<file path="config.mk">
export PLATFORM = sky130hd
export DESIGN_NAME = hta_front
export DESIGN_NICKNAME = d
export VERILOG_FILES = /design/src/hdl/hta_pkg.sv /design/src/hdl/hta_front.sv
export SDC_FILE = /design/constraint.sdc
export NUM_CORES = 1
export LEC_CHECK = 0
export ABC_AREA = 1
export ABC_CLOCK_PERIOD_IN_PS = 9300
export BUFFER_PORTS_ARGS = -buffer_cell sky130_fd_sc_hd__buf_2
export CAP_MARGIN = 20
export CORE_ASPECT_RATIO = 1.25
export CORE_MARGIN = 2
export CORE_UTILIZATION = 33
export DETAILED_ROUTE_END_ITERATION = 6
export GPL_ROUTABILITY_DRIVEN = 0
export PLACE_DENSITY_LB_ADDON = 0.12
export SLEW_MARGIN = 20
export SYNTH_ARGS = -nofsm -noshare
export SYNTH_HDL_FRONTEND = slang
export SYNTH_SLANG_ARGS = --single-unit
</file>
<file path="constraint.sdc">
create_clock -name clock -period 9.3 [get_ports clock]
set_input_delay 0 -clock clock [delete_from_list [all_inputs] [get_ports clock]]
set_output_delay 0 -clock clock [all_outputs]
set_load 0.01 [all_outputs]
</file>
<file path="src/hdl/hta_pkg.sv">
// Shared types, constants and the sRGB threshold table builder for the tonemap/crop core.
package hta_pkg;

   localparam int FRAC_BITS = 16;
   localparam int MAX_DIM = 16384;
   localparam int DIM_W = 15;
   localparam int CH_W = 23;
   localparam int POS_W = 14;
   localparam int Q_W = FRAC_BITS + 1;
   localparam int XX_W = 2 * CH_W;
   localparam int NUM_W = XX_W + 10;
   localparam int R_W = NUM_W + 1;
   localparam int QUEUE_DEPTH = 2;
   // floor(x/9) == (x*DIV9_RECIP) >> 16 for every 15-bit x
   localparam int DIV9_RECIP = 7282;

   typedef enum logic [1:0] {
      CSR_WIDTH    = 2'd0,
      CSR_HEIGHT   = 2'd1,
      CSR_PORTRAIT = 2'd2,
      CSR_HDR      = 2'd3
   } csr_idx_type;

   typedef enum logic [2:0] {
      B_IDLE,
      B_SQ,
      B_MUL,
      B_CMP,
      B_DIV,
      B_RND,
      B_CODE,
      B_OUT
   } bstate_type;

   typedef struct packed {
      logic [CH_W-1:0] red_in;
      logic [CH_W-1:0] green_in;
      logic [CH_W-1:0] blue_in;
      logic [2:0]      nonfinite_mask;
   } req_type;

   typedef struct packed {
      logic [7:0]       red_out;
      logic [7:0]       green_out;
      logic [7:0]       blue_out;
      logic [POS_W-1:0] out_col;
      logic [POS_W-1:0] out_row;
      logic             last_pixel;
   } rsp_type;

   typedef struct packed {
      logic [2:0][CH_W-1:0] chan;
      logic [2:0]           mask;
      logic [POS_W-1:0]     col;
      logic [POS_W-1:0]     row;
      logic                 last;
   } item_type;

   typedef logic [Q_W-1:0] thr_tab_type [256];

   function automatic longint unsigned q32mul(longint unsigned a, longint unsigned b);
      longint unsigned p;
      p = a * b;
      return p >> 32;
   endfunction

   function automatic longint unsigned fifth_pow(longint unsigned r);
      longint unsigned p;
      p = q32mul(r, r);
      p = q32mul(p, r);
      p = q32mul(p, r);
      return q32mul(p, r);
   endfunction

   // Q.F ceiling of the linear value where each sRGB code step begins
   function automatic thr_tab_type thr_build();
      thr_tab_type t;
      longint unsigned n, a, u2, lo, hi, mid, v;
      t[0] = '0;
      for (int k = 1; k < 256; k++) begin
         if (k <= 10) begin
            n = longint'(((2 * k - 1) * 5)) << FRAC_BITS;
            t[k] = Q_W'((n + 64'd32945) / 64'd32946);
         end else begin
            a = (longint'(40 * k + 541) << 32) / 64'd10761;
            u2 = q32mul(a, a);
            lo = 0;
            hi = 64'hFFFF_FFFF;
            while (lo < hi) begin
               mid = lo + (hi - lo + 1) / 2;
               if (fifth_pow(mid) <= u2) lo = mid;
               else hi = mid - 1;
            end
            v = q32mul(u2, lo);
            t[k] = Q_W'((v + ((64'd1 << (32 - FRAC_BITS)) - 1)) >> (32 - FRAC_BITS));
         end
      end
      return t;
   endfunction

endpackage

</file>
<file path="src/hdl/hta_front.sv">
// Front end: window placement, frame position counters and crop classification.
module hta_front
   import hta_pkg::*;
(
   input  logic             clock,
   input  logic             reset,
   input  logic [DIM_W-1:0] frame_width,
   input  logic [DIM_W-1:0] frame_height,
   input  logic             portrait,
   input  logic             geo_wr,
   input  logic             req_valid,
   output logic             req_ready,
   input  req_type          req_data,
   input  logic             q_full,
   output logic             push,
   output item_type         push_item
);

   logic [DIM_W-1:0] left_ff, top_ff, ww_ff, wh_ff;
   logic [DIM_W-1:0] left_in, top_in, ww_in, wh_in;
   logic [DIM_W-1:0] col_ff, row_ff, col_in, row_in;
   logic             settle_ff;
   logic             bad;
   logic [DIM_W-1:0] w9, h9, uw, uh, unit;
   logic [DIM_W+15:0] pw, ph;
   logic [DIM_W+3:0] ww_w, wh_w;
   logic             accept, in_win;
   logic [DIM_W:0]   col_x, row_x;
   logic [DIM_W-1:0] c_off, r_off;

   always_comb begin
      bad = (frame_width < DIM_W'(16)) || (frame_height < DIM_W'(16)) ||
            (frame_width > DIM_W'(MAX_DIM)) || (frame_height > DIM_W'(MAX_DIM));
      pw = (DIM_W+16)'(frame_width) * (DIM_W+16)'(DIV9_RECIP);
      ph = (DIM_W+16)'(frame_height) * (DIM_W+16)'(DIV9_RECIP);
      w9 = pw[DIM_W+15:16];
      h9 = ph[DIM_W+15:16];
      uw = portrait ? w9 : (frame_width >> 4);
      uh = portrait ? (frame_height >> 4) : h9;
      unit = (uh < uw) ? uh : uw;
      ww_w = portrait ? (((DIM_W+4)'(unit) << 3) + (DIM_W+4)'(unit)) : ((DIM_W+4)'(unit) << 4);
      wh_w = portrait ? ((DIM_W+4)'(unit) << 4) : (((DIM_W+4)'(unit) << 3) + (DIM_W+4)'(unit));
      if (bad || unit == '0) begin
         ww_in = '0;
         wh_in = '0;
         left_in = '0;
         top_in = '0;
      end else begin
         ww_in = ww_w[DIM_W-1:0];
         wh_in = wh_w[DIM_W-1:0];
         left_in = (frame_width - ww_w[DIM_W-1:0]) >> 1;
         top_in = (frame_height - wh_w[DIM_W-1:0]) >> 1;
      end
   end

   assign req_ready = settle_ff && !q_full;
   assign accept = req_valid && req_ready;

   always_comb begin
      in_win = (col_ff >= left_ff) &&
               ((DIM_W+1)'(col_ff) < (DIM_W+1)'(left_ff) + (DIM_W+1)'(ww_ff)) &&
               (row_ff >= top_ff) &&
               ((DIM_W+1)'(row_ff) < (DIM_W+1)'(top_ff) + (DIM_W+1)'(wh_ff));
      c_off = col_ff - left_ff;
      r_off = row_ff - top_ff;
      col_x = (DIM_W+1)'(col_ff) + 1'b1;
      row_x = (DIM_W+1)'(row_ff) + 1'b1;
      col_in = col_ff;
      row_in = row_ff;
      if (accept && ww_ff != '0) begin
         if (col_x >= (DIM_W+1)'(frame_width)) begin
            col_in = '0;
            row_in = (row_x >= (DIM_W+1)'(frame_height)) ? '0 : row_x[DIM_W-1:0];
         end else begin
            col_in = col_x[DIM_W-1:0];
         end
      end
      push = accept && ww_ff != '0 && in_win;
      push_item.chan[0] = req_data.red_in;
      push_item.chan[1] = req_data.green_in;
      push_item.chan[2] = req_data.blue_in;
      push_item.mask = req_data.nonfinite_mask;
      push_item.col = c_off[POS_W-1:0];
      push_item.row = r_off[POS_W-1:0];
      push_item.last = ((DIM_W+1)'(c_off) + 1'b1 == (DIM_W+1)'(ww_ff)) &&
                       ((DIM_W+1)'(r_off) + 1'b1 == (DIM_W+1)'(wh_ff));
   end

   always_ff @(posedge clock) begin
      if (reset) begin
         settle_ff <= 1'b0;
         col_ff <= '0;
         row_ff <= '0;
         left_ff <= '0;
         top_ff <= '0;
         ww_ff <= '0;
         wh_ff <= '0;
      end else begin
         // window regs follow the config in the next cycle; hold off requests meanwhile
         settle_ff <= !geo_wr;
         left_ff <= left_in;
         top_ff <= top_in;
         ww_ff <= ww_in;
         wh_ff <= wh_in;
         if (geo_wr) begin
            col_ff <= '0;
            row_ff <= '0;
         end else begin
            col_ff <= col_in;
            row_ff <= row_in;
         end
      end
   end

endmodule

</file>
==> metrics.txt, run 1 <==
hold slack final 0.00392 ps; Initial Utilization 0.333; final wirelength 52700 um; RSZ-0062 raised after global routing false; Startpoint Class primary input; most used cell, CP nand2_1; diode count 0; GRT Overall Usage 0.195; ys async rst share 0; share of cells above drive strength 1 0.0555; CTS root buf clkbuf_16; Vias around 16k; Worst-Margin Slew 892 ps; cell count after synthesis 2540; crit path max fanout 17; Mapped Nets 3074; CP Capture Type flip-flop; # DRC 0; vias in the first global route approximately 16k; type of the worst min-delay path primary input to primary output; Yosys reg bits 89; outcome completed; commonest non-fill, non-tap cell in the layout nand2_1; IO Port Bufs 66; Die ar. 54800 sq um; CTS buffer count 9; Avg Synthesized Cell Area 6.88 sq um; CP max-delay cell fa_1; largest stage delay on the critical path 530 ps; core area 52500 sq um; synth warn 0; Worst slew margin 0.401; drt wl/cell 16.4 um; max frequency 0.117 GHz; MaxCap Viol Count 0; CTS tree built; kind of critical path primary input to flip-flop; Primary FF master, synth dfxtp_1; first-pass GRT wire length between 80000 and 90000 um; Final #Nets 3070; largest net degree at the start of global routing 57; die width 210 um; Die Ht between 200 and 300 um; DR vias/cell between 4 and 5; final setup fails 0; Crit path required time 9540 ps; most frequent cells in the layout nand2_1, inv_1, ha_1; Final min period 8520 ps; Iter 0 DRT Violations 747; fin crit share 0.916; Antenna Nets Post-Route 0; Clock Skew 8.70 ps; clk buf depth 2; number of enable flip-flop cells after synthesis 0; clock latency on the worst-skew pair 350 ps; IO Count about 210; clock sinks 89; post-DP HPWL 46600 um; Critical Path AT 8760 ps; Syn Std Cell Area 17500 sq um; Worst-path clk slew 60 ps; drt pass-1 iters 5; post-synth cell types 54; sequential area share after synthesis 0.102; TNS Setup 0 ps; H-tree depth 3; Final Hold Fails 0; Remaining Overflow, GRT 0; Site Rows 94; Area Overhead vs Synth 5.64%; Slew Viols, Final 0; antenna violations before repair 0
layout make-up:
type,count,area (sq um)
Sequential cell,89,1780
Multi-Input combinational cell,1860,13200
Fill cell,5705,34000
Tap cell,672,841
Timing Repair Buffer,84,468
Clock buffer,10,229
Inverter,492,1850
Clock inverter,6,91.3
per-layer routing:
layer	GRT usage	routed length [um]
met3	0.0133	1170
met2	0.371	26900
met1	0.228	22800
met4	0.0727	1810
met5	0	0
stage by stage:
stage	setup slack [ps]	cells	area, sq um	utilization
finish	780	3213	18500	0.352
global route	8.37	3213	18500	0.352
CTS	506	3209	18400	0.350
detailed placement	179	3192	18100	0.344
global placement	275	3192	18100	0.344
floorplan	1360	2540	17500	-
final timing paths:
| kind | from | end | slack, ps | depth (start not counted) |
|---|---|---|---|---|
| setup reg to reg | col_ff[0]$_SDFFE_PP0P_ | row_ff[13]$_SDFFE_PP0P_ | 4340 | 18 |
| setup / recovery | frame_height[11] | left_ff[13]$_SDFF_PP0_ | 780 | 54 |
| hold / removal | req_data[56] | push_item[39] | 0.004 | 0 |
| hold reg to reg | row_ff[12]$_SDFFE_PP0P_ | row_ff[12]$_SDFFE_PP0P_ | 550 | 2 |
synthesized netlist by cell type, types with 2 or more instances:
master | count | share of area
ha_1 | 337 | 0.24
o21bai_1 | 20 | 0.0086
a31o_2 | 3 | 0.0015
a211oi_1 | 11 | 0.0047
o21ai_1 | 4 | 0.0011
o21a_1 | 4 | 0.0017
dfxtp_1 | 89 | 0.10
nor3_1 | 27 | 0.0077
nor2_1 | 168 | 0.036
nand4_1 | 37 | 0.013
buf_4 | 72 | 0.031
o221ai_1 | 3 | 0.0015
o211ai_1 | 9 | 0.0039
nor3b_1 | 4 | 0.0017
buf_1 | 4 | 0.00086
nand2_2 | 7 | 0.0025
clkbuf_1 | 16 | 0.0034
a21o_1 | 11 | 0.0047
clkinv_1 | 3 | 0.00064
a31oi_1 | 3 | 0.0011
nand2_1 | 522 | 0.11
a21oi_1 | 184 | 0.053
and2_1 | 2 | 0.00072
xor2_1 | 91 | 0.046
nand3b_1 | 10 | 0.0043
o22ai_1 | 4 | 0.0014
a21boi_0 | 3 | 0.0013
fa_1 | 89 | 0.10
nand3_1 | 186 | 0.053
nand3_2 | 2 | 0.0011
o21ai_0 | 50 | 0.014
xnor2_1 | 33 | 0.017
inv_2 | 3 | 0.00064
or2_2 | 11 | 0.0039
buf_6 | 5 | 0.0032
inv_1 | 486 | 0.10
nor2_2 | 3 | 0.0011
buf_2 | 2 | 0.00057
nor4_1 | 7 | 0.0025
repair_timing:
item,in CTS,in global routing
setup endpoints to repair,0,5
hold buffers,1,0
resized for setup,0,11
endpoints found under the hold margin,1,0
setup buffers,0,4
worst max-delay path: cells and delay by family:
kind	cells	cell delay, ps
AND/OR/NAND/NOR	22	2190
AO/OA/AOI/OAI	10	1430
buffers and inverters	11	930
XOR/XNOR	1	200
adder cells (fa/ha/maj)	10	3980
flip-flops by register name (all words and copies together), names as in the netlist:
register	count
ww_ff	15
settle_ff	1
wh_ff	15
row_ff	15
col_ff	15
left_ff	14
top_ff	14
logic make-up (layout without fill, tap and decap cells):
kind of cell,count (synthesis),after routing,share of synthesized area
AND/OR/NAND/NOR,991,991,0.244
buffers and inverters,591,592,0.145
adder cells (fa/ha/maj),426,426,0.343
AO/OA/AOI/OAI,317,317,0.103
XOR/XNOR,125,125,0.0631
flip-flops,89,89,0.102
other,1,1,0.000215
Power of run 1 is left out: the tool's default activity adds up to more than one toggle a clock period on the data nets, which glitch-free logic cannot reach.
==> run 2, diff against run 1 <==
--- a/config.mk
+++ b/config.mk
@@ -5,10 +5,9 @@
 export SDC_FILE = /design/constraint.sdc
 export NUM_CORES = 1
 export LEC_CHECK = 0
-export ABC_AREA = 1
 export ABC_CLOCK_PERIOD_IN_PS = 9300
 export BUFFER_PORTS_ARGS = -buffer_cell sky130_fd_sc_hd__buf_2
-export CAP_MARGIN = 20
+export CAP_MARGIN = 40
 export CORE_ASPECT_RATIO = 1.25
 export CORE_MARGIN = 2
 export CORE_UTILIZATION = 33
==> run 2 against run 1 <==
Effect of this change:
- the flow now finishes with violations (negative setup slack)
- first-iteration DRC count grew 9.8%
- flip-flop and latch count is the same
- synthesized area grew 1.7%
- critical path type unchanged
- largest cell class unchanged
==> metrics.txt, run 2 <==
sequential area share after synthesis 0.100 (-0.00166); crit path max fanout 4 (-13); cell depth of the worst setup path 45 (-17%); commonest non-fill, non-tap cell in the layout buf_4; post-DP HPWL 51400 um (+10%); CP max-delay cell fa_1; Worst-path clk slew 60 ps (about the same); final wirelength 60400 um (+15%); Worst slew margin 0.448 (+0.0470); Final min period 9820 ps (+1300 ps); outcome complete, but fails checks; CTS root buf clkbuf_16; number of enable flip-flop cells after synthesis 0 (unchanged); type of the worst min-delay path primary input to primary output; Site Rows 95 (+1.1%); Syn Std Cell Area 17800 sq um (+1.7%); # DRC 0 (unchanged); clock latency on the worst-skew pair 350 ps (about the same); most used cell, CP inv_2; clk buf depth 2 (unchanged); Initial Utilization 0.332 (-0.00103); DR vias/cell 5.10 (+5.6%); GRT Overall Usage 0.218 (+0.0236); die width 211 um (+0.81%); most frequent cell after synthesis ha_1; cell count after synthesis 2219 (-13%); CTS tree built; CP Capture Type flip-flop; Final Hold Fails 0 (unchanged); drt wl/cell 18.3 um (+11%); Final #Nets 3161 (+3.0%); WP buf/inv 9 (-2); hold slack final 0.00443 ps (+0.000515 ps); Primary FF master, synth dfxtp_1; diode count 0 (unchanged); antenna violations before repair 0 (unchanged); MaxCap Viol Count 0 (unchanged); Synth area leader ha_1; violated checks negative setup slack; Hold Buf Count CTS 0 (-1); Yosys reg bits 89 (unchanged); post-synth cell types 87 (+61%); Iter 0 DRT Violations 820 (+9.8%); vias in the first global route 17.2k (+7.9%); worst hold stages 0 (unchanged); Die Ht 263 um (+0.81%); final worst setup slack -523 ps (-1300 ps); CP top delay family adder cells; Post-synth top cells ha_1, inv_1, nor2_1, a21oi_1, nand2_1; share of the synthesized area in the top cell type 0.237 (-0.00393); share of cells above drive strength 1 0.257 (+0.201); fin crit share 1.06 (+0.140); drt pass-1 iters 6 (+1); max frequency 0.102 GHz (-13%); Slew Viols, Final 0 (unchanged); Area Overhead vs Synth 27.3%; most frequent cells in the layout buf_4, ha_1, inv_1; Mapped Nets 2753 (-10%); IO Count 211 (unchanged); first-pass GRT wire length 95100 um (+13%); Remaining Overflow, GRT 0 (unchanged); Clock Skew 14.1 ps (+5.36 ps); Avg Synthesized Cell Area 8.00 sq um (+16%); Worst Reg-to-Reg Cells 14 (-4); final setup fails 7 (+7); H-tree depth 3 (unchanged); Final Util 0.422 (+0.0707); Startpoint Class primary input; Vias 16.9k (+8.8%); Worst-Margin Slew 821 ps (-70.9 ps); clock sinks 89 (unchanged); largest net degree at the start of global routing 55 (-3.5%); Crit path required time 9540 ps (about the same); RSZ-0062 raised after global routing true; kind of critical path primary input to flip-flop; IO Port Bufs 66 (unchanged); ys async rst share 0 (unchanged); Synth area leaders ha_1, dfxtp_1, fa_1; Antenna Nets Post-Route 0 (unchanged); CTS buffer count 9 (unchanged); synth warn 0 (unchanged); largest stage delay on the critical path 560 ps (+30 ps); Critical Path AT 10060 ps (+1300 ps); Die ar. 55700 sq um (+1.6%); core area 53500 sq um (+2.0%)
## run 2: cell types whose count changed in the layout (fill, tap and decap cells not counted), sizes merged, moves of 35 or more
cell   before  now
a21o       11   57
a21oi     185  148
and3        0   35
buf        83  519
inv       488  284
nand2     530  128
nand3     188   52
o21ai      54  102
xnor2      33  109
## run 2: final timing paths
kind | slack (ps) | end | startpoint
worst max register to register | 4820 | row_ff[9]$_SDFFE_PP0P_ | col_ff[2]$_SDFFE_PP0P_
worst max-delay path | -520 | top_ff[13]$_SDFF_PP0_ | frame_height[1]
worst min-delay path | 0.004 | push_item[31] | req_data[2]
worst min register to register | 540 | col_ff[14]$_SDFFE_PP0P_ | col_ff[14]$_SDFFE_PP0P_
## run 2: final cells by class
type | count | area [sq um]
Inverter | 289 | 1100
Clock buffer | 10 | 229
Clock inverter | 6 | 67.6
Multi-Input combinational cell | 1719 | 14800
Timing Repair Buffer | 519 | 3780
Sequential cell | 89 | 1780
Tap cell | 679 | 850
Fill cell | 5499 | 30900
## run 2: logic make-up (layout without fill, tap and decap cells)
logic type                 Yosys count  in the layout  share of synthesized area
AOI/OAI and AO/OA                  512            512                      0.190
xor gates and xnor gates           173            173                     0.0853
adders and majority gates          430            430                      0.340
buffers and inverters              411            824                      0.105
DFF                                 89             89                      0.100
muxes                               31             31                     0.0182
other                                1              1                   0.000211
and+or+nand+nor                    572            572                      0.160
## run 2: worst reg2reg max path, delay by kind of cell, from the launching register on
kind / cells / cell delay [ps]
AOI/OAI and AO/OA: 2 / 660
xor gates and xnor gates: 1 / 190
adders and majority gates: 1 / 310
DFF: 1 / 500
and+or+nand+nor: 10 / 2740
## run 2: layer usage
metal	share of wire	GRT usage
met4	0.036	0.0809
met5	0	0
met1	0.43	0.268
met2	0.50	0.397
met3	0.026	0.0146
## run 2: repair_timing
item,4_1_cts,5_1_grt
setup endpoints to repair,13,22
hold endpoints to repair,0,0
setup buffers,55,19
cloned,0,0
gates resized for setup,39,68
pin swaps,32,52
## run 2: per-stage QoR
stage	area, sq um	setup slack (ps)	TNS [ps]	instances
after detailed placement	21300	-1090	-10130	3231
after global routing	22600	-887	-7160	3311
after floorplan	18000	-579	-1100	2219
after global placement	21300	-888	-8070	3229
after CTS	22200	-336	-1800	3302
final	22600	-523	-2000	3311
Power of run 2 is left out for the same reason.
==> run 3, diff against run 2 <==
--- a/config.mk
+++ b/config.mk
@@ -8,6 +8,8 @@
 export ABC_CLOCK_PERIOD_IN_PS = 9300
 export BUFFER_PORTS_ARGS = -buffer_cell sky130_fd_sc_hd__buf_2
 export CAP_MARGIN = 40
+export CELL_PAD_IN_SITES_DETAIL_PLACEMENT = 0
+export CELL_PAD_IN_SITES_GLOBAL_PLACEMENT = 1
 export CORE_ASPECT_RATIO = 1.25
 export CORE_MARGIN = 2
 export CORE_UTILIZATION = 33
==> run 3 against run 2 <==
Effect of this change:
- the run still ends with negative setup slack left
- global-route usage rose by 0.50 points
- first-iteration DRC count fell by 13%
- via count rose by 0.56%
- flip-flop and latch count is the same
- hold slack unchanged
- setup slack improved by 100 ps
- routed wire length increased by 2.5%
- cell count down 0.21%
- count of clock-buffer cells in the layout unchanged
- sequential share of layout area decreased by 0.055 points
- utilization rose by 0.29 points
- register-to-register slack worse by 40 ps
- critical path type unchanged
- highest routed layer unchanged
==> metrics.txt, run 3 (synthesized netlist as in run 2, its figures left out) <==
Slew Viols, Final 0 (unchanged); IO Port Bufs 66 (unchanged); CTS tree built; Site Rows 95 (unchanged); Worst-path clk slew 60 ps (about the same); H-tree depth 3 (unchanged); Placed Cells 3233 (+0.062%); largest net degree at the start of global routing 35 (-36%); kind of critical path primary input to flip-flop; Crit path required time 9550 ps (about the same); Remaining Overflow, GRT 0 (unchanged); RSZ-0062 raised after global routing true; clock latency on the worst-skew pair 360 ps (about the same); Critical Path AT 9960 ps (-100 ps); crit path max fanout 4 (unchanged); Final #Nets 3154 (-0.22%); violated checks negative setup slack; fin crit share 1.05 (-0.0112); final setup fails 6 (-1); antenna violations before repair 0 (unchanged); die width 211 um (unchanged); CTS buffer count 9 (unchanged); Worst slew margin 0.436 (-0.0120); CP max-delay cell fa_1; clk buf depth 2 (unchanged); Initial Utilization 0.332 (unchanged); Final Hold Fails 0 (unchanged); final worst setup slack -419 ps (+104 ps); vias in the first global route 17.4k (+0.84%); Vias 17.0k (+0.56%); first-pass GRT wire length 96900 um (+1.9%); Iter 0 DRT Violations 715 (-13%); commonest non-fill, non-tap cell in the layout buf_4; final cell count without fillers 3304 (-0.21%); outcome complete, but fails checks; CTS root buf clkbuf_16; clock sinks 89 (unchanged); drt wl/cell 18.8 um (+2.8%); most frequent cells in the layout buf_4, ha_1, inv_1; post-DP HPWL 52800 um (+2.6%); Area Overhead vs Synth 28.1%; Die ar. 55700 sq um (unchanged); # DRC 0 (unchanged); diode count 0 (unchanged); Antenna Nets Post-Route 0 (unchanged); TNS Setup -1500 ps (+497 ps); DR vias/cell 5.13 (+0.77%); Filler cells 5404 (-1.7%); final wirelength 62000 um (+2.5%); largest stage delay on the critical path 580 ps (+20 ps); Die Ht 263 um (unchanged); share of cells above drive strength 1 0.262 (+0.00488); Startpoint Class primary input; type of the worst min-delay path primary input to primary output; core area 53500 sq um (unchanged); drt pass-1 iters 6 (unchanged); Clock Skew 12.2 ps (-1.82 ps); GRT Overall Usage 0.223 (+0.00499); IO Count 211 (unchanged); MaxCap Viol Count 0 (unchanged); CP Capture Type flip-flop; Worst-Margin Slew 839 ps (+17.9 ps); max frequency 0.103 GHz (+1.1%); Final min period 9720 ps (-104 ps); most used cell, CP buf_4; hold slack final 0.00443 ps (unchanged)
## run 3: cell types whose count changed in the layout (fill, tap and decap cells not counted), moves of 3 or more
cell	previous run	this run
a21oi_4	2	5
buf_4	446	434
ha_1	321	313
ha_4	14	21
nand2_1	126	123
a21oi_1	130	133
buf_6	6	12
nand2_2	1	5
a21oi_2	16	10
## run 3: layer usage
layer	track usage	wire, um
met1	0.279	27400
met5	0	0
met2	0.400	30700
met4	0.0839	2360
met3	0.0154	1540
## run 3: path summary, 6_finish.rpt
path / from / end / slack [ps] / cells after the start
min: req_data[2] / push_item[31] / 0.004 / 0
max reg2reg: col_ff[2]$_SDFFE_PP0P_ / row_ff[9]$_SDFFE_PP0P_ / 4780 / 14
min reg2reg: row_ff[0]$_SDFFE_PP0P_ / row_ff[0]$_SDFFE_PP0P_ / 540 / 2
max: frame_height[3] / top_ff[9]$_SDFF_PP0_ / -420 / 52
## run 3: stage by stage
stage / utilization / setup slack (ps) / instance area [sq um]
2_1_floorplan: - / -579 / 18000
3_5_place_dp: 0.399 / -1240 / 21300
5_1_grt: 0.425 / -766 / 22800
3_3_place_gp: 0.399 / -1040 / 21300
4_1_cts: 0.415 / -422 / 22200
6_report: 0.425 / -419 / 22800
## run 3: layout make-up
class	instances	area, sq um	area share
timing repair buffer	512	3750	0.165
clock buffer	10	239	0.0105
multi-input combinational	1719	15000	0.658
tap	679	850	0.0373
inverter	289	1100	0.0484
clock inverter	6	57.6	0.00253
sequential	89	1780	0.0783
## run 3: timing repair
item,in CTS,in global routing
hold buffers,0,0
endpoints found under the setup margin,13,16
hold endpoints to repair,0,0
pin swaps,55,61
gates cloned,1,0
resized for setup,61,84
buffers inserted,36,20
## run 3: worst max-delay path: cells and delay by family
family	cells	cell delay [ps]
fa+ha+maj	9	3450
compound gates	17	3320
buf+inv	17	1490
simple gates	4	800
mux	3	720
xor+xnor	2	170
Power of run 3 is left out for the same reason.
