`src/hdl/hta_pkg.sv`:
```
// Shared types, constants and the sRGB threshold table builder for the tonemap/crop core.
package hta_pkg;

   localparam int FRAC_BITS = 16;
   localparam int MAX_DIM = 16384;
   localparam int DIM_W = 15;
   localparam int CH_W = 23;
   localparam int POS_W = 14;
   localparam int Q_W = FRAC_BITS + 1;
   localparam int XX_W = 2 * CH_W;
   localparam int NUM_W = XX_W + 10;
   localparam int R_W = NUM_W + 1;
   localparam int QUEUE_DEPTH = 2;
   // floor(x/9) == (x*DIV9_RECIP) >> 16 for every 15-bit x
   localparam int DIV9_RECIP = 7282;

   typedef enum logic [1:0] {
      CSR_WIDTH    = 2'd0,
      CSR_HEIGHT   = 2'd1,
      CSR_PORTRAIT = 2'd2,
      CSR_HDR      = 2'd3
   } csr_idx_type;

   typedef enum logic [2:0] {
      B_IDLE,
      B_SQ,
      B_MUL,
      B_CMP,
      B_DIV,
      B_RND,
      B_CODE,
      B_OUT
   } bstate_type;

   typedef struct packed {
      logic [CH_W-1:0] red_in;
      logic [CH_W-1:0] green_in;
      logic [CH_W-1:0] blue_in;
      logic [2:0]      nonfinite_mask;
   } req_type;

   typedef struct packed {
      logic [7:0]       red_out;
      logic [7:0]       green_out;
      logic [7:0]       blue_out;
      logic [POS_W-1:0] out_col;
      logic [POS_W-1:0] out_row;
      logic             last_pixel;
   } rsp_type;

   typedef struct packed {
      logic [2:0][CH_W-1:0] chan;
      logic [2:0]           mask;
      logic [POS_W-1:0]     col;
      logic [POS_W-1:0]     row;
      logic                 last;
   } item_type;

   typedef logic [Q_W-1:0] thr_tab_type [256];

   function automatic longint unsigned q32mul(longint unsigned a, longint unsigned b);
      longint unsigned p;
      p = a * b;
      return p >> 32;
   endfunction

   function automatic longint unsigned fifth_pow(longint unsigned r);
      longint unsigned p;
      p = q32mul(r, r);
      p = q32mul(p, r);
      p = q32mul(p, r);
      return q32mul(p, r);
   endfunction

   // Q.F ceiling of the linear value where each sRGB code step begins
   function automatic thr_tab_type thr_build();
      thr_tab_type t;
      longint unsigned n, a, u2, lo, hi, mid, v;
      t[0] = '0;
      for (int k = 1; k < 256; k++) begin
         if (k <= 10) begin
            n = longint'(((2 * k - 1) * 5)) << FRAC_BITS;
            t[k] = Q_W'((n + 64'd32945) / 64'd32946);
         end else begin
            a = (longint'(40 * k + 541) << 32) / 64'd10761;
            u2 = q32mul(a, a);
            lo = 0;
            hi = 64'hFFFF_FFFF;
            while (lo < hi) begin
               mid = lo + (hi - lo + 1) / 2;
               if (fifth_pow(mid) <= u2) lo = mid;
               else hi = mid - 1;
            end
            v = q32mul(u2, lo);
            t[k] = Q_W'((v + ((64'd1 << (32 - FRAC_BITS)) - 1)) >> (32 - FRAC_BITS));
         end
      end
      return t;
   endfunction

endpackage

```
`src/hdl/hta_queue.sv`:
```
// Small FIFO between classification and the tonemap engine.
module hta_queue
   import hta_pkg::*;
#(
   parameter int DEPTH = QUEUE_DEPTH
) (
   input  logic     clock,
   input  logic     reset,
   input  logic     push,
   input  item_type push_item,
   input  logic     pop,
   output item_type pop_item,
   output logic     full,
   output logic     empty
);

   localparam int PW = (DEPTH > 1) ? $clog2(DEPTH) : 1;
   localparam int CW = $clog2(DEPTH + 1);

   item_type        mem_ff [DEPTH];
   logic [PW-1:0]   wp_ff, rp_ff;
   logic [CW-1:0]   cnt_ff;

   assign full = cnt_ff == CW'(DEPTH);
   assign empty = cnt_ff == '0;
   assign pop_item = mem_ff[rp_ff];

   always_ff @(posedge clock) begin
      if (push) mem_ff[wp_ff] <= push_item;
   end

   always_ff @(posedge clock) begin
      if (reset) begin
         wp_ff <= '0;
         rp_ff <= '0;
         cnt_ff <= '0;
      end else begin
         if (push) wp_ff <= (wp_ff == PW'(DEPTH - 1)) ? '0 : wp_ff + 1'b1;
         if (pop) rp_ff <= (rp_ff == PW'(DEPTH - 1)) ? '0 : rp_ff + 1'b1;
         if (push && !pop) cnt_ff <= cnt_ff + 1'b1;
         else if (pop && !push) cnt_ff <= cnt_ff - 1'b1;
      end
   end

endmodule

```
`config.mk`:
```
export PLATFORM = sky130hd
export DESIGN_NAME = hta_queue
export DESIGN_NICKNAME = d
export VERILOG_FILES = /design/src/hdl/hta_pkg.sv /design/src/hdl/hta_queue.sv
export SDC_FILE = /design/constraint.sdc
export NUM_CORES = 1
export LEC_CHECK = 0
export BUFFER_PORTS_ARGS = -buffer_cell sky130_fd_sc_hd__buf_4
export CORE_MARGIN = 4
export CORE_UTILIZATION = 56
export DETAILED_ROUTE_END_ITERATION = 10
export PLACE_DENSITY = 0.85
export SYNTH_ARGS = -nofsm -noshare
export SYNTH_HDL_FRONTEND = slang
export SYNTH_SLANG_ARGS = --single-unit
export TNS_END_PERCENT = 50
```
`constraint.sdc`:
```
create_clock -name clock -period 19.4 [get_ports clock]
set_clock_uncertainty 0.2 [all_clocks]
set_input_delay 5.82 -clock clock [delete_from_list [all_inputs] [get_ports clock]]
set_output_delay 5.82 -clock clock [all_outputs]
set_load 0.01 [all_outputs]
```
==> results of run 1 <==
layout make-up:
cell class | instances | area (um^2)
Sequential cell | 207 | 6170
Clock inverter | 6 | 67.6
Fill cell | 784 | 3360
Multi-Input combinational cell | 117 | 1250
Clock buffer | 27 | 537
Inverter | 1 | 3.75
Tap cell | 176 | 220
Timing Repair Buffer | 211 | 1580
layer usage:
| metal | GRT usage (%) | vias up | wire, um |
|---|---|---|---|
| met4 | 3.63 | 0 | 206 |
| li1 | - | 1765 | - |
| met3 | 5.68 | 16 | 1450 |
| met5 | 0 | - | 0 |
| met2 | 31.5 | 153 | 7470 |
| met1 | 21.9 | 1890 | 5530 |
worst max-delay path, stage by stage, from the launching register on:
cell     delay, ns
dfxtp_4       0.71
buf_4         0.69
mux2_2        0.43
buf_4         0.15
registers in the layout, summed over array words and instances (netlist names), named ones only:
name / cells
mem_ff: 202
cnt_ff: 2
rp_ff: 1
wp_ff: 1
how the worst max path moves through the flow:
stage,startpoint,endpoint,slack (ns),depth (start not counted)
after floorplan,push,mem_ff[0][0],8.41,1
after global placement,register,pop_item[56],11.32,3
after detailed placement,register,pop_item[77],11.28,3
after CTS,register,pop_item[77],10.80,3
after global routing,register,pop_item[56],10.73,3
final,register,pop_item[53],10.84,3
cells by family (layout without fill, tap and decap cells):
kind of cell / after synthesis / count (layout) / share of synthesized area (%)
buffers and inverters: 12 / 245 / 1.56
XOR/XNOR: 4 / 4 / 0.466
AND/OR/NAND/NOR: 9 / 9 / 0.615
AO/OA/AOI/OAI: 2 / 2 / 0.133
flip-flops: 207 / 207 / 81.9
multiplexers: 101 / 101 / 15.1
adder cells (fa/ha/maj): 1 / 1 / 0.166
metrics by stage:
stage | hold WS [ns] | cell area, um^2
2_1_floorplan | 0.261 | 7520
3_3_place_gp | 0.276 | 9230
3_5_place_dp | 0.321 | 9230
4_1_cts | 0.344 | 9830
5_1_grt | 0.364 | 9830
6_report | 0.349 | 9830
layout by cell type (no fill, tap or decap), drive strengths merged:
cell type / n
nor2: 5
a21oi: 1
clkinv: 4
edfxtp: 202
buf: 211
o21ai: 1
nor2b: 1
and2b: 1
bufinv: 1
and2: 1
clkbuf: 27
inv: 1
ha: 1
or3: 1
xor2: 2
mux2: 101
clkinvlp: 1
dfxtp: 5
xnor2: 2
power breakdown:
group | switching, mW | internal, mW | total (mW)
Clock | 0.150 | 0.207 | 0.357
Sequential | 0.00999 | 0.522 | 0.532
Combinational | 0.0556 | 0.0668 | 0.122
Total | 0.215 | 0.796 | 1.01
==> impl_results.html, run 1 <==
<table>
<tr><th>Metric</th><th>Value</th></tr>
<tr><th colspan="2">Outcome</th></tr>
<tr><td>Result of the run</td><td>finished, final reports clean</td></tr>
<tr><th colspan="2">Global routing</th></tr>
<tr><td>Global-route wire length before repair</td><td>21.1 mm</td></tr>
<tr><td>Aggregate global-route resource usage</td><td>17.9%</td></tr>
<tr><td>Grt total ovfl</td><td>0</td></tr>
<tr><td>Number of antenna violations at the first check in global routing</td><td>0</td></tr>
<tr><td>Number of global-route vias before repair</td><td>4049</td></tr>
<tr><td>Maximum number of pins on one net before global-route repair</td><td>60</td></tr>
<tr><th colspan="2">Finish</th></tr>
<tr><td>Core occupancy in the finished layout</td><td>74.5%</td></tr>
<tr><td>Count of non-filler cells in the finished layout</td><td>745</td></tr>
<tr><td>Diodes inserted</td><td>0</td></tr>
<tr><td>Layout cells sized above 1</td><td>60.1%</td></tr>
<tr><td>Layout overhead on the synthesized area</td><td>30.7%</td></tr>
<tr><td>Nets</td><td>664</td></tr>
<tr><th colspan="2">CTS</th></tr>
<tr><td>Post-cts hold buffer count</td><td>0</td></tr>
<tr><td>Later-pin clock latency in the skew report</td><td>0.47 ns</td></tr>
<tr><td>Setup Buffers After CTS</td><td>0</td></tr>
<tr><td>Post-cts repair resize count</td><td>0</td></tr>
<tr><td>Clock sinks</td><td>207</td></tr>
<tr><td>H-tree Lvls</td><td>1</td></tr>
<tr><td>Clock root buffer</td><td>clkbuf_16</td></tr>
<tr><td>Largest buffer count on any clock path</td><td>3</td></tr>
<tr><td>TritonCTS buffer count</td><td>20</td></tr>
<tr><td>Clock transition at the registers of the reported paths</td><td>0.06 ns</td></tr>
<tr><td>TritonCTS clock tree</td><td>done</td></tr>
<tr><th colspan="2">Yosys</th></tr>
<tr><td>Net count of the mapped netlist</td><td>442</td></tr>
<tr><td>Share of synthesized registers carrying an async set or reset</td><td>0%</td></tr>
<tr><td>Leading register cell type out of synthesis</td><td>edfxtp_1</td></tr>
<tr><td>Most numerous cell types in the synthesized netlist</td><td>edfxtp_1 (202), mux2_2 (101), buf_6 (9), dfxtp_1 (5), nor2_1 (5)</td></tr>
<tr><td>Count of flip-flops with a built-in enable after synthesis</td><td>202</td></tr>
<tr><td>Synthesized area per cell</td><td>22.4 um^2</td></tr>
<tr><td>Number of library cell types mapped by synthesis</td><td>17</td></tr>
<tr><td>Library cell with the highest instance count after synthesis</td><td>edfxtp_1</td></tr>
<tr><td>Post-synth top area cell</td><td>edfxtp_1</td></tr>
<tr><td>Post-synthesis instance area</td><td>7520 um^2</td></tr>
<tr><td>Post-synthesis sequential area ratio</td><td>81.9%</td></tr>
<tr><td>Number of instances in the synthesized netlist</td><td>336</td></tr>
<tr><td>Register bit count reported by yosys</td><td>207</td></tr>
<tr><td>Largest cells by area after synthesis</td><td>edfxtp_1 (81%), mux2_2 (15%), buf_6 (1.3%)</td></tr>
<tr><td>Share of the synthesized area in the top cell type</td><td>80.6%</td></tr>
<tr><td>Total number of yosys warnings</td><td>0</td></tr>
<tr><th colspan="2">STA</th></tr>
<tr><td>Worst slew margin relative to its limit</td><td>47.2%</td></tr>
<tr><td>Unrepaired setup endpoints after global routing</td><td>false</td></tr>
<tr><td>Maximum operating frequency</td><td>0.117 GHz</td></tr>
<tr><td>Number of pins exceeding their max-slew limit in the final report</td><td>0</td></tr>
<tr><td>Worst slew pin tran</td><td>0.792 ns</td></tr>
<tr><td>Min cycle time layout</td><td>8.56 ns</td></tr>
<tr><td>Setup violation total in the final timing report</td><td>0</td></tr>
<tr><td>Setup WS post-layout</td><td>10.84 ns</td></tr>
<tr><td>Setup TNS</td><td>0 ns</td></tr>
<tr><td>Final period utilization</td><td>44.1%</td></tr>
<tr><td>Count of endpoints failing hold in the final timing report</td><td>0</td></tr>
<tr><th colspan="2">Power</th></tr>
<tr><td>Worst vdd rail ir drop</td><td>82.4 uV</td></tr>
<tr><td>Total Power Consumption</td><td>1.01 mW</td></tr>
<tr><td>Leakage dissipation</td><td>3.68 nW</td></tr>
<tr><td>Power Density</td><td>103 nW/um^2</td></tr>
<tr><th colspan="2">Die</th></tr>
<tr><td>Horizontal extent of the die</td><td>124 um</td></tr>
<tr><td>Area of the core</td><td>13200 um^2</td></tr>
<tr><td>Number of ports placed on the die boundary</td><td>208</td></tr>
<tr><td>Row cnt</td><td>42</td></tr>
<tr><td>Initial core utilization</td><td>57.0%</td></tr>
<tr><td>Die Ht</td><td>124 um</td></tr>
<tr><td>Area of the die</td><td>15400 um^2</td></tr>
<tr><th colspan="2">Placement</th></tr>
<tr><td>Post-placement cell count</td><td>712</td></tr>
<tr><td>Final weighted congestion in routability-driven placement</td><td>0.702</td></tr>
<tr><td>Worst slack after detailed placement</td><td>11.28 ns</td></tr>
<tr><td>Number of port buffers</td><td>207</td></tr>
<tr><td>Half-perimeter wire length of the detailed placement result</td><td>9.58 mm</td></tr>
<tr><th colspan="2">Worst setup path</th></tr>
<tr><td>Largest fanout of any net on the critical path</td><td>59</td></tr>
<tr><td>Reg2Reg Capture Point</td><td>mem_ff[1][79]</td></tr>
<tr><td>Data arrival, critical path</td><td>2.54 ns</td></tr>
<tr><td>Worst reg-to-reg path cell count</td><td>2</td></tr>
<tr><td>Category of the worst setup path launch point</td><td>register</td></tr>
<tr><td>Register-to-register setup slack</td><td>17.02 ns</td></tr>
<tr><td>Beginning of the worst register-to-register path</td><td>wp_ff</td></tr>
<tr><td>Kind of end point of the critical path</td><td>output port</td></tr>
<tr><td>Required arrival time at the worst endpoint</td><td>13.38 ns</td></tr>
<tr><td>Critical Setup Path Class</td><td>reg2out</td></tr>
<tr><th colspan="2">Routing</th></tr>
<tr><td>Detailed Routing Iterations Pass 1</td><td>4</td></tr>
<tr><td>Number of nets with antenna violations after detailed routing</td><td>0</td></tr>
<tr><td>Drt total wl</td><td>14.7 mm</td></tr>
<tr><td>Via count normalized by instance count</td><td>5.13</td></tr>
<tr><td>Number of remaining DRC errors</td><td>0</td></tr>
<tr><td>Number of DRC markers after the initial detailed-route iteration</td><td>268</td></tr>
<tr><td>Post-DR wirelength/cell</td><td>19.7 um</td></tr>
<tr><td>Number of vias after detailed routing</td><td>3824</td></tr>
<tr><th colspan="2">Run</th></tr>
<tr><td>Max-cap check violation count</td><td>0</td></tr>
<tr><th colspan="2">Hold path</th></tr>
<tr><td>Hold endpoint</td><td>rp_ff</td></tr>
<tr><td>Worst min path class</td><td>reg2reg</td></tr>
<tr><td>Launch point of the worst hold path</td><td>rp_ff</td></tr>
<tr><td>Cell depth of the worst min-delay path</td><td>2</td></tr>
</table>
No activity file was read; power rests on OpenSTA's default activity.
==> run 2: changes to the inputs <==
--- a/config.mk
+++ b/config.mk
@@ -7,9 +7,9 @@
 export LEC_CHECK = 0
 export BUFFER_PORTS_ARGS = -buffer_cell sky130_fd_sc_hd__buf_4
 export CORE_MARGIN = 4
-export CORE_UTILIZATION = 56
+export CORE_UTILIZATION = 47
 export DETAILED_ROUTE_END_ITERATION = 10
-export PLACE_DENSITY = 0.85
+export PLACE_DENSITY = 0.76
 export SYNTH_ARGS = -nofsm -noshare
 export SYNTH_HDL_FRONTEND = slang
 export SYNTH_SLANG_ARGS = --single-unit
==> constraint.sdc (replaced) <==
create_clock -name clock -period 7.3 [get_ports clock]
set_clock_uncertainty 0.2 [all_clocks]
set_input_delay 2.19 -clock clock [delete_from_list [all_inputs] [get_ports clock]]
set_output_delay 2.19 -clock clock [all_outputs]
set_load 0.01 [all_outputs]
==> run 2 against run 1 <==
Effect of this change: cell count grew 5.2%; via count shrank 0.10%; critical path depth is the same; hold slack lost 0.031 ns; critical path type unchanged; global-route usage shrank 2.7 points; count of clock-buffer cells in the layout shrank 5; first-iteration DRC count shrank 29%; combinational power grew to 2.6 times the previous value; die area grew 18%; setup slack lost 8.5 ns; total power grew to 2.7 times the previous value.
==> impl_results.html, run 2 (synthesis gave the netlist of run 1 again) <==
<table>
<tr><th>Metric</th><th>Value</th></tr>
<tr><th colspan="2">Die</th></tr>
<tr><td>Initial core utilization</td><td>48.8% (-8.3 points)</td></tr>
<tr><td>Row cnt</td><td>45 (+7.1%)</td></tr>
<tr><td>Area of the die</td><td>18100 um^2 (+18%)</td></tr>
<tr><td>Die Ht</td><td>135 um (+8.6%)</td></tr>
<tr><td>Area of the core</td><td>15400 um^2 (+17%)</td></tr>
<tr><td>Number of ports placed on the die boundary</td><td>208 (unchanged)</td></tr>
<tr><td>Horizontal extent of the die</td><td>135 um (+8.6%)</td></tr>
<tr><th colspan="2">STA</th></tr>
<tr><td>Setup WS post-layout</td><td>2.31 ns (-8.53 ns)</td></tr>
<tr><td>Count of endpoints failing hold in the final timing report</td><td>0 (unchanged)</td></tr>
<tr><td>Setup TNS</td><td>0 ns (unchanged)</td></tr>
<tr><td>Unrepaired setup endpoints after global routing</td><td>false</td></tr>
<tr><td>Worst slew pin tran</td><td>0.761 ns (-0.0308 ns)</td></tr>
<tr><td>Final period utilization</td><td>68.3%</td></tr>
<tr><td>Hold WS</td><td>0.317 ns (-0.0314 ns)</td></tr>
<tr><td>Min cycle time layout</td><td>4.99 ns</td></tr>
<tr><td>Setup violation total in the final timing report</td><td>0 (unchanged)</td></tr>
<tr><td>Worst slew margin relative to its limit</td><td>49.3% (+2.1 points)</td></tr>
<tr><td>Maximum operating frequency</td><td>0.200 GHz</td></tr>
<tr><td>Number of pins exceeding their max-slew limit in the final report</td><td>0 (unchanged)</td></tr>
<tr><th colspan="2">Finish</th></tr>
<tr><td>Register Area</td><td>6170 um^2 (unchanged)</td></tr>
<tr><td>Layout cells sized above 1</td><td>60.7% (+0.63 points)</td></tr>
<tr><td>Most flop-heavy register</td><td>mem_ff</td></tr>
<tr><td>Count of fill cells added during filler insertion</td><td>1107 (+41%)</td></tr>
<tr><td>Diodes inserted</td><td>0 (unchanged)</td></tr>
<tr><td>Core occupancy in the finished layout</td><td>64.4% (-10 points)</td></tr>
<tr><td>Post-route cell area</td><td>9930 um^2 (+1.0%)</td></tr>
<tr><td>Most frequent cells in the layout</td><td>buf_4 (211), edfxtp_1 (202), mux2_2 (101)</td></tr>
<tr><td>Multi-input gate area in the final layout</td><td>1250 um^2 (unchanged)</td></tr>
<tr><td>Count of non-filler cells in the finished layout</td><td>784 (+5.2%)</td></tr>
<tr><td>Layout overhead on the synthesized area</td><td>32.0%</td></tr>
<tr><td>Nets</td><td>665 (+0.15%)</td></tr>
<tr><td>Regs by FF count</td><td>mem_ff (202), cnt_ff (2)</td></tr>
<tr><td>Largest register FFs</td><td>202 (unchanged)</td></tr>
<tr><td>Most common cell after layout, fill and taps aside</td><td>buf_4</td></tr>
<tr><th colspan="2">Power</th></tr>
<tr><td>Total Power Consumption</td><td>2.75 mW (+170%)</td></tr>
<tr><td>Switch Pwr</td><td>0.589 mW (+170%)</td></tr>
<tr><td>Power share of the sequential group</td><td>51.4% (-1.2 points)</td></tr>
<tr><td>Clock network power share</td><td>36.9% (+1.6 points)</td></tr>
<tr><td>Leakage dissipation</td><td>3.71 nW (+0.75%)</td></tr>
<tr><td>Fraction of power consumed by combinational cells</td><td>11.6% (-0.5 points)</td></tr>
<tr><td>Switching power share of the total</td><td>21.4% (+0.12 points)</td></tr>
<tr><td>Power Density</td><td>277 nW/um^2 (+170%)</td></tr>
<tr><td>Pint</td><td>2.16 mW (+170%)</td></tr>
<tr><td>Worst vdd rail ir drop</td><td>166 uV (+100%)</td></tr>
<tr><th colspan="2">Global routing</th></tr>
<tr><td>Number of antenna violations at the first check in global routing</td><td>0 (unchanged)</td></tr>
<tr><td>Grt total ovfl</td><td>0 (unchanged)</td></tr>
<tr><td>Number of global-route vias before repair</td><td>4250 (+5.0%)</td></tr>
<tr><td>Global-route wire length before repair</td><td>21.8 mm (+3.5%)</td></tr>
<tr><td>Aggregate global-route resource usage</td><td>15.2% (-2.7 points)</td></tr>
<tr><td>Maximum number of pins on one net before global-route repair</td><td>56 (-6.7%)</td></tr>
<tr><th colspan="2">Routing</th></tr>
<tr><td>Number of vias after detailed routing</td><td>3820 (-0.10%)</td></tr>
<tr><td>Post-DR wirelength/cell</td><td>18.2 um (-7.4%)</td></tr>
<tr><td>Number of DRC markers after the initial detailed-route iteration</td><td>189 (-29%)</td></tr>
<tr><td>Detailed Routing Iterations Pass 1</td><td>4 (unchanged)</td></tr>
<tr><td>Number of nets with antenna violations after detailed routing</td><td>0 (unchanged)</td></tr>
<tr><td>Number of remaining DRC errors</td><td>0 (unchanged)</td></tr>
<tr><td>Drt total wl</td><td>14.3 mm (-2.5%)</td></tr>
<tr><td>Via count normalized by instance count</td><td>4.87 (-5.1%)</td></tr>
<tr><th colspan="2">Worst setup path</th></tr>
<tr><td>Category of the worst setup path launch point</td><td>register</td></tr>
<tr><td>Critical Setup Path Class</td><td>reg2out</td></tr>
<tr><td>Kind of end point of the critical path</td><td>output port</td></tr>
<tr><td>Largest fanout of any net on the critical path</td><td>55 (-6.8%)</td></tr>
<tr><td>Required arrival time at the worst endpoint</td><td>4.91 ns (-8.47 ns)</td></tr>
<tr><td>Register-to-register setup slack</td><td>4.95 ns (-12.07 ns)</td></tr>
<tr><td>Data arrival, critical path</td><td>2.60 ns (+0.06 ns)</td></tr>
<tr><th colspan="2">Run</th></tr>
<tr><td>Max-cap check violation count</td><td>0 (unchanged)</td></tr>
<tr><th colspan="2">CTS</th></tr>
<tr><td>Post-cts hold buffer count</td><td>0 (unchanged)</td></tr>
<tr><td>TritonCTS clock tree</td><td>done</td></tr>
<tr><td>Later-pin clock latency in the skew report</td><td>0.48 ns (about the same)</td></tr>
<tr><td>Clock transition at the registers of the reported paths</td><td>0.06 ns (about the same)</td></tr>
<tr><td>Clock sinks</td><td>207 (unchanged)</td></tr>
<tr><td>H-tree Lvls</td><td>1 (unchanged)</td></tr>
<tr><td>Largest buffer count on any clock path</td><td>3 (unchanged)</td></tr>
<tr><td>Post-cts repair resize count</td><td>0 (unchanged)</td></tr>
<tr><td>Clock root buffer</td><td>clkbuf_16</td></tr>
<tr><td>TritonCTS buffer count</td><td>21 (+5.0%)</td></tr>
<tr><td>Setup Buffers After CTS</td><td>0 (unchanged)</td></tr>
<tr><th colspan="2">Placement</th></tr>
<tr><td>Half-perimeter wire length of the detailed placement result</td><td>9.58 mm (about the same)</td></tr>
<tr><td>Area of placed instances</td><td>9270 um^2 (+0.47%)</td></tr>
<tr><td>Worst slack after detailed placement</td><td>2.79 ns (-8.49 ns)</td></tr>
<tr><td>Post-placement cell count</td><td>747 (+4.9%)</td></tr>
<tr><td>Number of port buffers</td><td>207 (unchanged)</td></tr>
<tr><td>Final weighted congestion in routability-driven placement</td><td>0.715 (+1.9%)</td></tr>
<tr><th colspan="2">Hold path</th></tr>
<tr><td>Worst min path class</td><td>reg2reg</td></tr>
<tr><th colspan="2">Outcome</th></tr>
<tr><td>Result of the run</td><td>finished, final reports clean</td></tr>
</table>
==> run 2: worst paths after layout <==
check,from,endpoint,cells after the start
min,cnt_ff[1],cnt_ff[1],2
max reg2reg,wp_ff,mem_ff[1][16],2
min reg2reg,cnt_ff[1],cnt_ff[1],2
max,register,pop_item[43],3
==> run 2: power by group through the flow <==
stage / sequential [mW] / clock (mW) / combinational, mW
2_1_floorplan: 1.43 / 0 / 0.168
3_3_place_gp: 1.44 / 0 / 0.320
3_5_place_dp: 1.44 / 0 / 0.325
4_1_cts: 1.42 / 1.04 / 0.327
5_1_grt: 1.42 / 1.10 / 0.345
6_report: 1.42 / 1.02 / 0.320
==> run 2: final cells by class <==
cell class / count / share of cell area, %
Clock inverter: 15 / 1.32
Timing Repair Buffer: 211 / 15.9
Multi-Input combinational cell: 117 / 12.6
Clock buffer: 22 / 5.33
Tap cell: 211 / 2.66
Inverter: 1 / 0.0378
Sequential cell: 207 / 62.1
==> run 2: worst max-delay path, stage by stage (launching register included) <==
cell	delay [ns]
dfxtp_4	0.82
buf_4	0.63
mux2_2	0.43
buf_4	0.15
==> run 2: routing by layer <==
metal / wire, um / track usage, %
met1: 5490 / 17.8
met4: 262 / 3.22
met2: 7210 / 26.6
met5: 0 / 0
met3: 1310 / 6.11
==> run 3: changes to the inputs <==
--- a/config.mk
+++ b/config.mk
@@ -7,9 +7,9 @@
 export LEC_CHECK = 0
 export BUFFER_PORTS_ARGS = -buffer_cell sky130_fd_sc_hd__buf_4
 export CORE_MARGIN = 4
-export CORE_UTILIZATION = 47
+export CORE_UTILIZATION = 52
 export DETAILED_ROUTE_END_ITERATION = 10
-export PLACE_DENSITY = 0.76
+export PLACE_DENSITY = 0.79
 export SYNTH_ARGS = -nofsm -noshare
 export SYNTH_HDL_FRONTEND = slang
 export SYNTH_SLANG_ARGS = --single-unit
==> constraint.sdc (replaced) <==
create_clock -name clock -period 5.1 [get_ports clock]
set_clock_uncertainty 0.2 [all_clocks]
set_input_delay 1.53 -clock clock [delete_from_list [all_inputs] [get_ports clock]]
set_output_delay 1.53 -clock clock [all_outputs]
set_load 0.01 [all_outputs]
==> run 3 against run 2 <==
Effect of this change: total power grew 41%; sequential share of layout area grew 0.24 points; hold slack lost 0.0041 ns; sequential cell count is the same; critical path depth is the same; sequential power grew 43%; non-clock buffer count is the same; register-to-register slack lost 1.8 ns; count of clock-buffer cells in the layout grew 9; combinational power grew 45%.
==> impl_results.html, run 3 (synthesis gave the netlist of run 1 again) <==
<table>
<tr><th>Metric</th><th>Value</th></tr>
<tr><th colspan="2">Placement</th></tr>
<tr><td>Number of port buffers</td><td>207 (unchanged)</td></tr>
<tr><td>Final weighted congestion in routability-driven placement</td><td>0.735 (+2.7%)</td></tr>
<tr><td>Half-perimeter wire length of the detailed placement result</td><td>9.57 mm (-0.15%)</td></tr>
<tr><td>Worst slack after detailed placement</td><td>1.61 ns (-1.18 ns)</td></tr>
<tr><th colspan="2">Worst setup path</th></tr>
<tr><td>Data arrival, critical path</td><td>2.25 ns (-0.35 ns)</td></tr>
<tr><td>Critical Setup Path Class</td><td>reg2out</td></tr>
<tr><td>Largest fanout of any net on the critical path</td><td>54 (-1.8%)</td></tr>
<tr><td>Kind of end point of the critical path</td><td>output port</td></tr>
<tr><td>Required arrival time at the worst endpoint</td><td>3.37 ns (-1.54 ns)</td></tr>
<tr><td>Category of the worst setup path launch point</td><td>register</td></tr>
<tr><th colspan="2">Finish</th></tr>
<tr><td>Most flop-heavy register</td><td>mem_ff</td></tr>
<tr><td>Register Area</td><td>6170 um^2 (unchanged)</td></tr>
<tr><td>Multi-input gate area in the final layout</td><td>1250 um^2 (unchanged)</td></tr>
<tr><td>Layout overhead on the synthesized area</td><td>31.5%</td></tr>
<tr><td>Layout cells sized above 1</td><td>60.3% (-0.42 points)</td></tr>
<tr><td>Regs by FF count</td><td>mem_ff (202), cnt_ff (2)</td></tr>
<tr><td>Most frequent cells in the layout</td><td>buf_4 (209), edfxtp_1 (202), mux2_2 (101)</td></tr>
<tr><td>Largest register FFs</td><td>202 (unchanged)</td></tr>
<tr><td>Diodes inserted</td><td>0 (unchanged)</td></tr>
<tr><td>Nets</td><td>665 (unchanged)</td></tr>
<tr><td>Most common cell after layout, fill and taps aside</td><td>buf_4</td></tr>
<tr><td>Count of fill cells added during filler insertion</td><td>891 (-20%)</td></tr>
<tr><th colspan="2">Die</th></tr>
<tr><td>Area of the die</td><td>16500 um^2 (-9.1%)</td></tr>
<tr><td>Row cnt</td><td>43 (-4.4%)</td></tr>
<tr><td>Die Ht</td><td>128 um (-4.6%)</td></tr>
<tr><td>Horizontal extent of the die</td><td>128 um (-4.6%)</td></tr>
<tr><td>Initial core utilization</td><td>53.6% (+4.8 points)</td></tr>
<tr><td>Area of the core</td><td>14000 um^2 (-9.0%)</td></tr>
<tr><td>Number of ports placed on the die boundary</td><td>208 (unchanged)</td></tr>
<tr><th colspan="2">Outcome</th></tr>
<tr><td>Result of the run</td><td>finished, final reports clean</td></tr>
<tr><th colspan="2">Global routing</th></tr>
<tr><td>Number of antenna violations at the first check in global routing</td><td>0 (unchanged)</td></tr>
<tr><td>Number of global-route vias before repair</td><td>4226 (-0.56%)</td></tr>
<tr><td>Maximum number of pins on one net before global-route repair</td><td>61 (+8.9%)</td></tr>
<tr><td>Aggregate global-route resource usage</td><td>17.1% (+1.9 points)</td></tr>
<tr><td>Grt total ovfl</td><td>0 (unchanged)</td></tr>
<tr><td>Global-route wire length before repair</td><td>22.0 mm (+1.0%)</td></tr>
<tr><th colspan="2">Power</th></tr>
<tr><td>Worst vdd rail ir drop</td><td>233 uV (+40%)</td></tr>
<tr><td>Clock network power share</td><td>35.8% (-1.1 points)</td></tr>
<tr><td>Switch Pwr</td><td>0.812 mW (+38%)</td></tr>
<tr><td>Power Density</td><td>392 nW/um^2 (+42%)</td></tr>
<tr><td>Pint</td><td>3.07 mW (+42%)</td></tr>
<tr><td>Fraction of power consumed by combinational cells</td><td>12.0% (+0.4 points)</td></tr>
<tr><td>Total Power Consumption</td><td>3.88 mW (+41%)</td></tr>
<tr><td>Power share of the sequential group</td><td>52.2% (+0.8 points)</td></tr>
<tr><td>Switching power share of the total</td><td>20.9% (-0.50 points)</td></tr>
<tr><td>Leakage dissipation</td><td>3.71 nW (about the same)</td></tr>
<tr><th colspan="2">Routing</th></tr>
<tr><td>Number of nets with antenna violations after detailed routing</td><td>0 (unchanged)</td></tr>
<tr><td>Number of vias after detailed routing</td><td>3830 (+0.26%)</td></tr>
<tr><td>Post-DR wirelength/cell</td><td>19.2 um (+5.5%)</td></tr>
<tr><td>Via count normalized by instance count</td><td>5.09 (+4.5%)</td></tr>
<tr><td>Number of remaining DRC errors</td><td>0 (unchanged)</td></tr>
<tr><td>Number of DRC markers after the initial detailed-route iteration</td><td>274 (+45%)</td></tr>
<tr><td>Detailed Routing Iterations Pass 1</td><td>4 (unchanged)</td></tr>
<tr><td>Drt total wl</td><td>14.4 mm (+1.2%)</td></tr>
<tr><th colspan="2">CTS</th></tr>
<tr><td>H-tree Lvls</td><td>1 (unchanged)</td></tr>
<tr><td>Later-pin clock latency in the skew report</td><td>0.46 ns (-0.02 ns)</td></tr>
<tr><td>Clock transition at the registers of the reported paths</td><td>0.06 ns (about the same)</td></tr>
<tr><td>Setup Buffers After CTS</td><td>0 (unchanged)</td></tr>
<tr><td>Post-cts hold buffer count</td><td>0 (unchanged)</td></tr>
<tr><td>Clock sinks</td><td>207 (unchanged)</td></tr>
<tr><td>Largest buffer count on any clock path</td><td>3 (unchanged)</td></tr>
<tr><td>TritonCTS buffer count</td><td>21 (unchanged)</td></tr>
<tr><td>Post-cts repair resize count</td><td>0 (unchanged)</td></tr>
<tr><td>Clock root buffer</td><td>clkbuf_16</td></tr>
<tr><td>TritonCTS clock tree</td><td>done</td></tr>
<tr><th colspan="2">STA</th></tr>
<tr><td>Hold WS</td><td>0.313 ns (-0.00412 ns)</td></tr>
<tr><td>Maximum operating frequency</td><td>0.251 GHz</td></tr>
<tr><td>Count of endpoints failing hold in the final timing report</td><td>0 (unchanged)</td></tr>
<tr><td>Min cycle time layout</td><td>3.98 ns</td></tr>
<tr><td>Worst slew margin relative to its limit</td><td>45.9% (-3.3 points)</td></tr>
<tr><td>Worst slew pin tran</td><td>0.811 ns (+0.0502 ns)</td></tr>
<tr><td>Number of pins exceeding their max-slew limit in the final report</td><td>0 (unchanged)</td></tr>
<tr><td>Setup WS post-layout</td><td>1.12 ns (-1.19 ns)</td></tr>
<tr><td>Unrepaired setup endpoints after global routing</td><td>false</td></tr>
<tr><td>Final period utilization</td><td>78.1%</td></tr>
<tr><td>Setup violation total in the final timing report</td><td>0 (unchanged)</td></tr>
<tr><td>Setup TNS</td><td>0 ns (unchanged)</td></tr>
<tr><th colspan="2">Hold path</th></tr>
<tr><td>Worst min path class</td><td>reg2reg</td></tr>
<tr><th colspan="2">Run</th></tr>
<tr><td>Max-cap check violation count</td><td>0 (unchanged)</td></tr>
</table>
-- run 3: changes by cell type in the layout (fill, tap and decap cells not counted), moves of 2 or more --
| cell | delta |
|---|---|
| buf_4 | -2 |
| clkinvlp_4 | -3 |
| clkbuf_8 | +5 |
| clkinv_2 | -2 |
| clkinv_1 | -2 |
| bufinv_16 | -2 |
| buf_12 | +2 |
| clkbuf_1 | +4 |
-- run 3: critical path, stage by stage, from the launching register on --
cell,delay [ns]
dfxtp_4,0.81
buf_12,0.33
mux2_2,0.40
buf_4,0.15
-- run 3: worst paths after layout --
path         startpoint  slack (ns)  depth (start not counted)             to
min               rp_ff        0.31                          2       register
max reg2reg       wp_ff        3.14                          2  mem_ff[1][47]
min reg2reg       rp_ff        0.31                          2       register
max            register        1.12                          3   pop_item[96]
-- run 3: power groups by stage --
stage / Clock, mW / Combinational, mW / Sequential, mW
floorplan: 0 / 0.241 / 2.04
global placement: 0 / 0.460 / 2.06
detailed placement: 0 / 0.470 / 2.06
CTS: 1.43 / 0.474 / 2.03
global route: 1.51 / 0.498 / 2.04
finish: 1.39 / 0.465 / 2.03
-- run 3: final cells by class --
| class | count | area share, % |
|---|---|---|
| clock inverter | 5 | 0.228 |
| tap | 180 | 2.28 |
| timing repair buffer | 211 | 16.3 |
| multi-input combinational | 117 | 12.6 |
| inverter | 1 | 0.0379 |
| sequential | 207 | 62.4 |
| clock buffer | 31 | 6.20 |
-- run 3: stage by stage --
step / util (%) / instance area [um^2] / cells
final: 70.5 / 9890 / 752
after global routing: 70.5 / 9890 / 752
after CTS: 70.5 / 9890 / 752
after detailed placement: 65.9 / 9260 / 716
after global placement: 65.9 / 9260 / 716
after floorplan: - / 7530 / 336
-- run 3: metal layers --
metal,part of all wire [%],track usage [%],up-vias
met4,3.4,6.18,0
met2,53,30.3,149
li1,-,-,1771
met3,6.7,3.33,37
met1,37,20.9,1873
met5,0,0,-
